<file path="src/rtl/mis_pkg.sv">
// ----------------------------------------------------------------------------
// mis_pkg: shared definitions of the merge insertion sorter
// Data width, default capacity and the control bundle that the top level
// broadcasts to every cell of the chain.
// ----------------------------------------------------------------------------
package mis_pkg;

  localparam int DATA_W        = 32;
  localparam int MAX_ITEMS_DEF = 64;

  // Control broadcast to all cells in the same cycle.
  typedef struct packed {
    logic              insert;  // place ins_value into the sorted row
    logic              shift;   // move every entry one cell toward the head
    logic [DATA_W-1:0] ins_value;
  } cell_ctrl_t;

endpackage

</file>
<file path="src/rtl/mis_cell.sv">
// ----------------------------------------------------------------------------
// mis_cell: one slot of the sorted chain
// Holds one entry. On insert it keeps, takes the new value, or takes its
// lower neighbor's entry; on shift it takes its upper neighbor's entry.
// ----------------------------------------------------------------------------
module mis_cell (
  input  logic                          clk,
  input  logic                          rst,
  input  mis_pkg::cell_ctrl_t           ctrl,
  input  logic                          prev_gt,
  input  logic                          prev_valid,
  input  logic [mis_pkg::DATA_W-1:0]    prev_value,
  input  logic                          next_valid,
  input  logic [mis_pkg::DATA_W-1:0]    next_value,
  output logic                          gt,
  output logic                          valid,
  output logic [mis_pkg::DATA_W-1:0]    value
);
  import mis_pkg::*;

  // An empty slot counts as larger than any value.
  assign gt = !valid || (value > ctrl.ins_value);

  always_ff @(posedge clk) begin
    if (rst) begin
      valid <= 1'b0;
    end else if (ctrl.insert && gt) begin
      valid <= valid | (prev_gt ? prev_valid : 1'b1);
    end else if (ctrl.shift) begin
      valid <= next_valid;
    end
  end

  always_ff @(posedge clk) begin
    if (ctrl.insert && gt) begin
      value <= prev_gt ? prev_value : ctrl.ins_value;
    end else if (ctrl.shift) begin
      value <= next_value;
    end
  end

endmodule

</file>
<file path="config.mk">
export PLATFORM = sky130hd
export DESIGN_NAME = mis_cell
export DESIGN_NICKNAME = d
export VERILOG_FILES = /design/src/rtl/mis_pkg.sv /design/src/rtl/mis_cell.sv
export SDC_FILE = /design/constraint.sdc
export NUM_CORES = 1
export LEC_CHECK = 0
export BUFFER_PORTS_ARGS = -buffer_cell sky130_fd_sc_hd__buf_2
export CORE_ASPECT_RATIO = 0.5
export CORE_MARGIN = 1
export CORE_UTILIZATION = 46
export CTS_CLUSTER_DIAMETER = 150
export DETAILED_ROUTE_END_ITERATION = 12
export HOLD_SLACK_MARGIN = 0.1
export PLACE_DENSITY = 0.93
export SLEW_MARGIN = 20
export SYNTH_ARGS = -nofsm -noshare
export SYNTH_HDL_FRONTEND = slang
export SYNTH_SLANG_ARGS = --single-unit
</file>
<file path="constraint.sdc">
create_clock -name clk -period 3.5 [get_ports clk]
set_input_delay 0.175 -clock clk [delete_from_list [all_inputs] [get_ports clk]]
set_output_delay 0.175 -clock clk [all_outputs]
set_load 0.03 [all_outputs]
</file>
==> qor.csv, run 1 <==
stage;metric;value;unit
status;status;complete, no violations;
timing;Period minus WS final;3012;ps
drt;DR WL/cell;14.23;um
timing;final hold vios;0;
cells_and_area;Layout Nets;536;
global_route;Tot GR Track Use;23.56;%
floorplan;die width;107.9;um
drt;1st-iter DRT viols;117;
floorplan;core footprint;5157;um2
timing;Clock Skew;10.40;ps
worst_setup_path;CP cell instances;ha_1, nand4_1, nor4_2, a31oi_1, a221oi_4, buf_4, nand2b_1, buf_4;
floorplan;# IOs;137;
worst_setup_path;Critical Path Start Type;register;
timing;Final Worst Setup Slack;487.7;ps
cts;Post-CTS Hold Buffers;0;
job;max-cap violations;0;
worst_setup_path;r2r startpoint;value[31];
cells_and_area;Multi-input gate area;1410;um2
place;worst slack at placement;516.6;ps
yosys;area leader, netlist;edfxtp_1;
place;port bufs;136;
yosys;Most used DFF post-synth;edfxtp_1;
global_route;initial antenna violation count;0;
power_and_ir_drop;worst vdd ir;0.2324;mV
hold_path;Worst Hold Depth;2;
worst_setup_path;path depth of the worst reg2reg path;8;
floorplan;initial cell density of the core;50.00;%
floorplan;die height;54.95;um
worst_setup_path;Setup CP Type;register to register;
cts;TritonCTS clock tree;built;
worst_setup_path;Worst R2R Setup Slack;490;ps
cts;Post-CTS Setup Inserts;0;
global_route;largest net degree at the start of global routing;65;
timing;RSZ-0062 raised after global routing;false;
timing;Setup violations, final;0;
yosys;synthesized area;2579;um2
cts;clock buffer depth;2;
cells_and_area;Synth-to-Final Area Change;32.12;%
hold_path;HP Start;ctrl[32];
worst_setup_path;CP bufs+invs;2;
timing;hold_ws;168.2;ps
yosys;Post-synth EDFFs;32;
power_and_ir_drop;Design Power;1.461;mW
cts;Worst-path clk slew;60;ps
timing;fmax;332.0;MHz
timing;Slew Limit Fails;0;
cts;post_cts resized;0;
yosys;yosys warns;0;
worst_setup_path;CP most frequent cell;buf_4;
floorplan;Die Area;5928;um2
yosys;Synth top area share;37.26;%
worst_setup_path;Worst Path Arrival;3030;ps
drt;DR pass1 iterations;5;
cells_and_area;Fillers;423;
place;DP Wirelength;5338;um
hold_path;Worst Hold End;valid;
drt;Post-Route WL;6715;um
yosys;most common cell in the netlist;nand2_1;
global_route;first-pass GRT wire length;10430;um
worst_setup_path;worst path required time;3520;ps
worst_setup_path;Top delay family on crit path;simple AND/OR/NAND/NOR gates;
worst_setup_path;CP max stage delay;510;ps
hold_path;Min-Delay Path Class;primary input to register;
worst_setup_path;R2R Path End;value[28];
yosys;post-synthesis cell type count;32;
yosys;Synth Area per Inst;9.768;um2
worst_setup_path;Crit-path slowest cell;nor4_2;
global_route;grt ovf;0;
drt;total number of vias;2462;
yosys;top cells by area, synth;edfxtp_1 (37%), ha_1 (16%), mux2_2 (12%);
yosys;Synth top cells by count;nand2_1 (41), o21ai_0 (37), inv_1 (34);
power_and_ir_drop;static leakage;1.715;nW
cts;htree depth;2;
timing;actual slew at the worst max-slew pin;971.7;ps
cts;clk_lat worst skew;290;ps
drt;ANT nets after route;0;
place;routability cong.;0.8217;
power_and_ir_drop;power per cell area;428.8;nW/um2
cts;root buffer cell;clkbuf_8;
yosys;FFs w/ async S/R, synth;0;%
cts;CTS Sinks;33;
global_route;vias in the first global route;2367;
cells_and_area;Seq. cell area;980.9;um2
timing;slew margin rel.;35.22;%
yosys;Synth Net Count;399;
worst_setup_path;critical path fanouts, max;24;
drt;drt drc;0;
worst_setup_path;CP endpoint kind;register;
yosys;post-synthesis sequential area ratio;38.04;%
floorplan;placement row count;18;
cells_and_area;antenna cell count;0;
yosys;register bit count reported by yosys;33;
timing;setup TNS;0;ps
timing;Tcrit/Tclk final;86.06;%
cells_and_area;share of post-route cells with drive strength above 1;44.03;%
cts;TritonCTS buffer count;5;
drt;Via-to-Cell Ratio;5.216;
yosys;Syn Inst Count;264;
[worst max path at each step]
| stage | from | to | cells after the start |
|---|---|---|---|
| after global routing | value[31] | value[28] | 8 |
| final | value[31] | value[28] | 8 |
| after CTS | value[31] | value[1] | 7 |
| after detailed placement | value[31] | value[19] | 7 |
| after global placement | value[31] | value[8] | 7 |
| after floorplan | value[31] | value[0] | 7 |
[layout make-up]
class	instances	area share (%)
Clock buffer	8	2.644
Tap cell	70	2.571
Inverter	34	3.746
Sequential cell	33	28.79
Multi-Input combinational cell	187	41.39
Timing Repair Buffer	140	20.86
[placed cells by master, fill, tap and decap left out, types with 2 or more instances in the layout]
cell      synthesis  routed
a211oi_1          2       2
a21oi_1          13      13
a31oi_1           2       2
buf_2             0     136
buf_4             0       4
clkbuf_1          4       2
clkbuf_8          0       6
edfxtp_1         32      32
ha_1             32      32
inv_1            34      34
mux2_1            5       5
mux2_2           28      28
nand2_1          41      41
nand3_1           2       2
nand4_1           5       5
nor2_1            5       5
o21ai_0          37      37
[stage by stage]
stage | std cells | utilization [%] | cell area (um2)
after detailed placement | 464 | 64.31 | 3317
after global placement | 464 | 64.31 | 3317
after floorplan | 264 | - | 2579
after global routing | 472 | 66.06 | 3407
final | 472 | 66.06 | 3407
after CTS | 472 | 66.06 | 3407
[flip-flops by register name, indices dropped and copies added (netlist names)]
signal  cells
valid       1
value      32
[per-layer routing]
layer | wire length, um | track usage (%) | vias to the layer above
li1 | - | - | 1224
met1 | 2731 | 26.72 | 1141
met2 | 3462 | 44.23 | 83
met3 | 400 | 5.621 | 14
met4 | 121 | 10.50 | 0
met5 | 0 | 0 | -
[logic make-up after synthesis]
family,after synthesis,synth area share (%)
AO/OA/AOI/OAI,64,14.75
adder cells (fa/ha/maj),32,15.53
buffers and inverters,44,7.278
flip-flops,33,38.04
multiplexers,33,14.41
AND/OR/NAND/NOR,58,9.996
[where the power goes]
group	total (mW)	internal (mW)	switching (mW)
clock	0.303	0.161	0.143
combinational	0.599	0.237	0.362
sequential	0.559	0.522	0.0375
total	1.46	0.919	0.542
No activity file was read; power rests on OpenSTA's default activity.
==> run 2: changes to the inputs <==
- ABC_AREA: not set -> 1
- PLACE_DENSITY: 0.93 -> 0.92
==> qor.csv, run 2 <==
stage;metric;value;unit
cts;clock buffer depth;2;
power_and_ir_drop;worst vdd ir;0.2232;mV
floorplan;core footprint;5539;um2
floorplan;# IOs;137;
yosys;Syn Inst Count;362;
drt;DR WL/cell;11.68;um
drt;drt drc;0;
power_and_ir_drop;Sw Pwr;496.5;uW
place;DP Wirelength;5208;um
power_and_ir_drop;power per cell area;410.3;nW/um2
cells_and_area;Synth-to-Final Area Change;31.24;%
yosys;post-synthesis cell type count;24;
timing;Tcrit/Tclk final;72.72;%
yosys;register bit count reported by yosys;33;
worst_setup_path;CP cell instances;ha_1, nand2_1, nor2_1, nand2_1, clkinv_1, nand2_1, nand2_1, nand2_1, nand2_1, nand2_1, nand2_2, nand2_4, nand2_1, buf_4;
status;status;complete, no violations;
yosys;synthesized area;2671;um2
drt;Post-Route WL;6632;um
cts;TritonCTS buffer count;5;
drt;DR pass1 iterations;4;
cells_and_area;final core utilization;63.29;%
timing;setup TNS;0;ps
timing;Clock Skew;5.350;ps
place;routability cong.;0.7990;
drt;Via-to-Cell Ratio;4.829;
worst_setup_path;Critical Path Start Type;register;
power_and_ir_drop;Reg power frac;36.9;%
drt;ANT nets after route;0;
worst_setup_path;Setup CP Type;register to register;
timing;Period minus WS final;2545;ps
floorplan;die width;109.8;um
cts;TritonCTS clock tree;built;
cells_and_area;Layout Nets;629;
global_route;vias in the first global route;2689;
floorplan;Die Area;6135;um2
yosys;Most used DFF post-synth;edfxtp_1;
yosys;area leader, netlist;edfxtp_1;
place;placed instance count;559;
power_and_ir_drop;Sw Share;34.51;%
yosys;FFs w/ async S/R, synth;0;%
yosys;top cells by area, synth;edfxtp_1 (36%), nand2_1 (22%), ha_1 (15%);
cts;CTS Sinks;33;
cells_and_area;share of post-route cells with drive strength above 1;32.32;%
timing;Slew Limit Fails;0;
timing;slew margin rel.;36.72;%
power_and_ir_drop;static leakage;1.996;nW
global_route;largest net degree at the start of global routing;65;
yosys;Synth top area share;35.97;%
yosys;Synth Area per Inst;7.379;um2
worst_setup_path;worst path required time;3420;ps
worst_setup_path;Crit-path slowest cell;buf_4;
place;port bufs;136;
timing;final hold vios;0;
cells_and_area;Most flops, register;value;
cells_and_area;Fillers;503;
cells_and_area;max reg flops;32;
cells_and_area;Final Non-Filler Cells;568;
worst_setup_path;CP bufs+invs;2;
hold_path;Min-Delay Path Class;primary input to register;
yosys;yosys warns;0;
drt;total number of vias;2743;
timing;RSZ-0062 raised after global routing;false;
cells_and_area;antenna cell count;0;
yosys;most common cell in the netlist;nand2_1;
cells_and_area;fin area;3506;um2
timing;actual slew at the worst max-slew pin;949.3;ps
cts;Post-CTS Hold Buffers;1;
cts;htree depth;2;
timing;fmax;392.9;MHz
floorplan;initial cell density of the core;48.23;%
worst_setup_path;CP max stage delay;390;ps
cts;root buffer cell;clkbuf_16;
cells_and_area;commonest cells after routing, fill and taps aside;nand2_1 (160), buf_2 (136), inv_1 (41), o21ai_0 (33);
place;dpl cell area;3359;um2
yosys;post-synthesis sequential area ratio;36.72;%
global_route;initial antenna violation count;0;
global_route;grt ovf;0;
cts;Post-CTS Setup Inserts;0;
power_and_ir_drop;internal power;942.1;uW
timing;Setup violations, final;0;
global_route;Tot GR Track Use;22.80;%
worst_setup_path;critical path fanouts, max;36;
cells_and_area;most common library cell in the layout ignoring fill and taps;nand2_1;
yosys;Synth Net Count;497;
timing;hold_ws;172.5;ps
worst_setup_path;CP endpoint kind;register;
yosys;Synth top cells by count;nand2_1 (160), inv_1 (41), o21ai_0 (33);
worst_setup_path;Worst Path Arrival;2470;ps
floorplan;placement row count;19;
power_and_ir_drop;Clock power frac;28.6;%
job;max-cap violations;0;
cts;post_cts resized;0;
worst_setup_path;Top delay family on crit path;simple AND/OR/NAND/NOR gates;
worst_setup_path;CP most frequent cell;nand2_1;
cts;clk_lat worst skew;270;ps
cts;Worst-path clk slew;50;ps
yosys;Post-synth EDFFs;32;
drt;1st-iter DRT viols;146;
power_and_ir_drop;Comb power frac;34.5;%
cells_and_area;Regs by FF count;value: 32 flops, valid: 1 flops;
floorplan;die height;55.89;um
global_route;first-pass GRT wire length;11030;um
-- run 2: tightest hold or removal path: stages --
cell     delay (ps)
buf_2            70
nand2_1          40
nand2_1          50
-- run 2: logic make-up after synthesis --
group                      share of synthesized area (%)
DFF                                                36.72
AOI/OAI and AO/OA                                  9.368
and+or+nand+nor                                    28.71
muxes                                             0.4215
adders and majority gates                          14.99
buffers and inverters                              9.789
-- run 2: final timing paths --
| check | start | end | slack, ps | cells after the start |
|---|---|---|---|---|
| min | next_value[24] | value[24] | 170 | 3 |
| max reg2reg | value[15] | value[17] | 950 | 14 |
| min reg2reg | valid | valid | 550 | 2 |
| max | value[15] | value[17] | 950 | 14 |
-- run 2: metal layers --
| metal | share of wire [%] | vias up | routed length (um) | track usage (%) |
|---|---|---|---|---|
| met4 | 2.5 | 0 | 164 | 7.429 |
| li1 | - | 1422 | - | - |
| met3 | 4.4 | 18 | 289 | 3.747 |
| met2 | 51 | 76 | 3362 | 43.13 |
| met5 | 0 | - | 0 | 0 |
| met1 | 42 | 1227 | 2815 | 26.00 |
-- run 2: area by class of cell --
cell class / instances / area, um2 / area share [%]
Multi-Input combinational cell: 272 / 1429 / 40.76
Sequential cell: 33 / 980.9 / 27.98
Timing Repair Buffer: 138 / 698.2 / 19.91
Inverter: 44 / 170.2 / 4.854
Clock buffer: 8 / 136.4 / 3.890
Tap cell: 73 / 91.34 / 2.605
-- run 2: power by group through the flow --
stage / clock [mW] / combinational [mW] / sequential [mW]
floorplan: 0 / 0.237 / 0.642
global placement: 0 / 0.480 / 0.534
detailed placement: 0 / 0.496 / 0.538
CTS: 0.415 / 0.500 / 0.531
global route: 0.432 / 0.557 / 0.536
finish: 0.412 / 0.496 / 0.531
-- run 2: per-stage QoR --
| stage | total power, mW | worst slack [ps] |
|---|---|---|
| 6_report | 1.439 | 954.6 |
| 5_1_grt | 1.526 | 724.7 |
| 4_1_cts | 1.447 | 927.0 |
| 3_5_place_dp | 1.034 | 933.0 |
| 3_3_place_gp | 1.014 | 1048 |
| 2_1_floorplan | 0.8792 | 536.2 |
==> run 3: changes to the inputs <==
- clock period: 3.5 -> 2.5 ns (I/O delays scaled with it)
==> qor.csv, run 3 (same netlist as run 2, synthesis figures left out) <==
stage;metric;value;unit
worst_setup_path;Critical Path Start Type;register;
drt;1st-iter DRT viols;125;
cts;TritonCTS buffer count;5;
cells_and_area;most common library cell in the layout ignoring fill and taps;nand2_1;
power_and_ir_drop;internal power;1.316;mW
status;status;complete, no violations;
drt;drt drc;0;
timing;actual slew at the worst max-slew pin;503.5;ps
cts;TritonCTS clock tree;built;
cts;CTS Sinks;33;
power_and_ir_drop;Sw Pwr;718.4;uW
timing;fmax;435.9;MHz
floorplan;initial cell density of the core;48.23;%
place;port bufs;136;
cts;clock buffer depth;2;
timing;Clock Skew;4.955;ps
worst_setup_path;Setup CP Type;register to register;
drt;ANT nets after route;0;
floorplan;placement row count;19;
power_and_ir_drop;Clock power frac;28.5;%
place;routability cong.;0.7856;
power_and_ir_drop;worst vdd ir;0.3038;mV
timing;Setup violations, final;0;
floorplan;# IOs;137;
cells_and_area;Final Non-Filler Cells;571;
drt;top layer in use;met4;
cells_and_area;antenna cell count;0;
cts;clk_lat worst skew;280;ps
floorplan;Die Area;6135;um2
worst_setup_path;Worst Path Arrival;2230;ps
worst_setup_path;critical path fanouts, max;32;
drt;DR pass1 iterations;4;
cts;post_cts resized;0;
power_and_ir_drop;Sw Share;35.32;%
floorplan;die height;55.89;um
drt;metal1 wirelength;2753;um
job;max-cap violations;0;
drt;Via-to-Cell Ratio;4.828;
drt;total number of vias;2757;
drt;DR WL/cell;12.05;um
cells_and_area;share of post-route cells with drive strength above 1;33.13;%
global_route;grt ovf;0;
timing;Period minus WS final;2294;ps
power_and_ir_drop;Design Power;2.034;mW
cells_and_area;Regs by FF count;value: 32 flops, valid: 1 flops;
global_route;initial antenna violation count;0;
place;placed instance count;562;
global_route;Tot GR Track Use;23.02;%
timing;Slew Limit Fails;0;
cts;Worst-path clk slew;60;ps
cts;Post-CTS Setup Inserts;0;
power_and_ir_drop;static leakage;2.018;nW
drt;DR WL met2;3740;um
hold_path;Min-Delay Path Class;primary input to register;
global_route;first-pass GRT wire length;11050;um
cells_and_area;commonest cells after routing, fill and taps aside;nand2_1 (159), buf_2 (136), inv_1 (41), o21ai_0 (33);
timing;RSZ-0062 raised after global routing;false;
worst_setup_path;CP endpoint kind;register;
cells_and_area;Synth-to-Final Area Change;32.41;%
power_and_ir_drop;Comb power frac;34.9;%
timing;Tcrit/Tclk final;91.76;%
cts;htree depth;2;
worst_setup_path;worst path required time;2440;ps
drt;routed wl met3;320;um
timing;final hold vios;0;
drt;Post-Route WL;6879;um
timing;setup TNS;0;ps
floorplan;die width;109.8;um
global_route;vias in the first global route;2655;
floorplan;core footprint;5539;um2
cells_and_area;Most flops, register;value;
global_route;largest net degree at the start of global routing;33;
power_and_ir_drop;power per cell area;575.1;nW/um2
timing;slew margin rel.;66.43;%
cts;root buffer cell;clkbuf_16;
power_and_ir_drop;Reg power frac;36.6;%
place;DP Wirelength;5446;um
cells_and_area;Layout Nets;632;
cells_and_area;max reg flops;32;
[run 3: critical path, cell delays in order (launching register included)]
cell and delay [ps]:
edfxtp_1 380, ha_1 330, a21oi_1 170, o21ai_0 110, a21oi_1 200, nand2_1 110, nand2_1 80, nand2_1 50
nand2_1 60, nand2_2 70, nand2_4 120, nand2_4 270
[run 3: final timing paths]
kind,start,end,slack (ps),depth (start not counted)
hold reg to reg,valid,valid,540,2
setup / recovery,value[13],value[28],210,11
hold / removal,next_value[19],value[19],120,3
setup reg to reg,value[13],value[28],210,11
[run 3: cell type report]
| class | count | area (um2) |
|---|---|---|
| Timing Repair Buffer | 141 | 720.7 |
| Clock buffer | 5 | 125.1 |
| Multi-Input combinational cell | 272 | 1436 |
| Fill cell | 493 | 2002 |
| Clock inverter | 3 | 12.51 |
| Tap cell | 73 | 91.34 |
| Inverter | 44 | 170.2 |
| Sequential cell | 33 | 980.9 |
[run 3: routing by layer]
layer,global-route usage (%),vias up
li1,-,1429
met1,25.90,1242
met2,45.10,78
met3,3.279,8
met4,5.905,0
met5,0,-
[run 3: power groups by stage]
stage | clock network [mW] | logic [mW] | registers (mW)
after floorplan | 0 | 0.334 | 0.898
after global placement | 0 | 0.679 | 0.750
after detailed placement | 0 | 0.705 | 0.756
after CTS | 0.587 | 0.714 | 0.746
after global routing | 0.616 | 0.786 | 0.755
final | 0.580 | 0.709 | 0.745
[run 3: repair_timing]
action                                  4_1_cts  5_1_grt
hold buffers                                  1        0
endpoints found under the setup margin        0        0
hold endpoints to repair                      1        0
[run 3: through the flow]
step	util [%]	area (um2)	hold slack (ps)	worst slack [ps]
global route	63.86	3537	125.2	35.11
floorplan	-	2679	194.1	34.20
CTS	63.86	3537	116.8	186.7
finish	63.86	3537	119.0	206.0
detailed placement	61.19	3390	296.5	198.7
global placement	61.19	3390	290.9	341.1
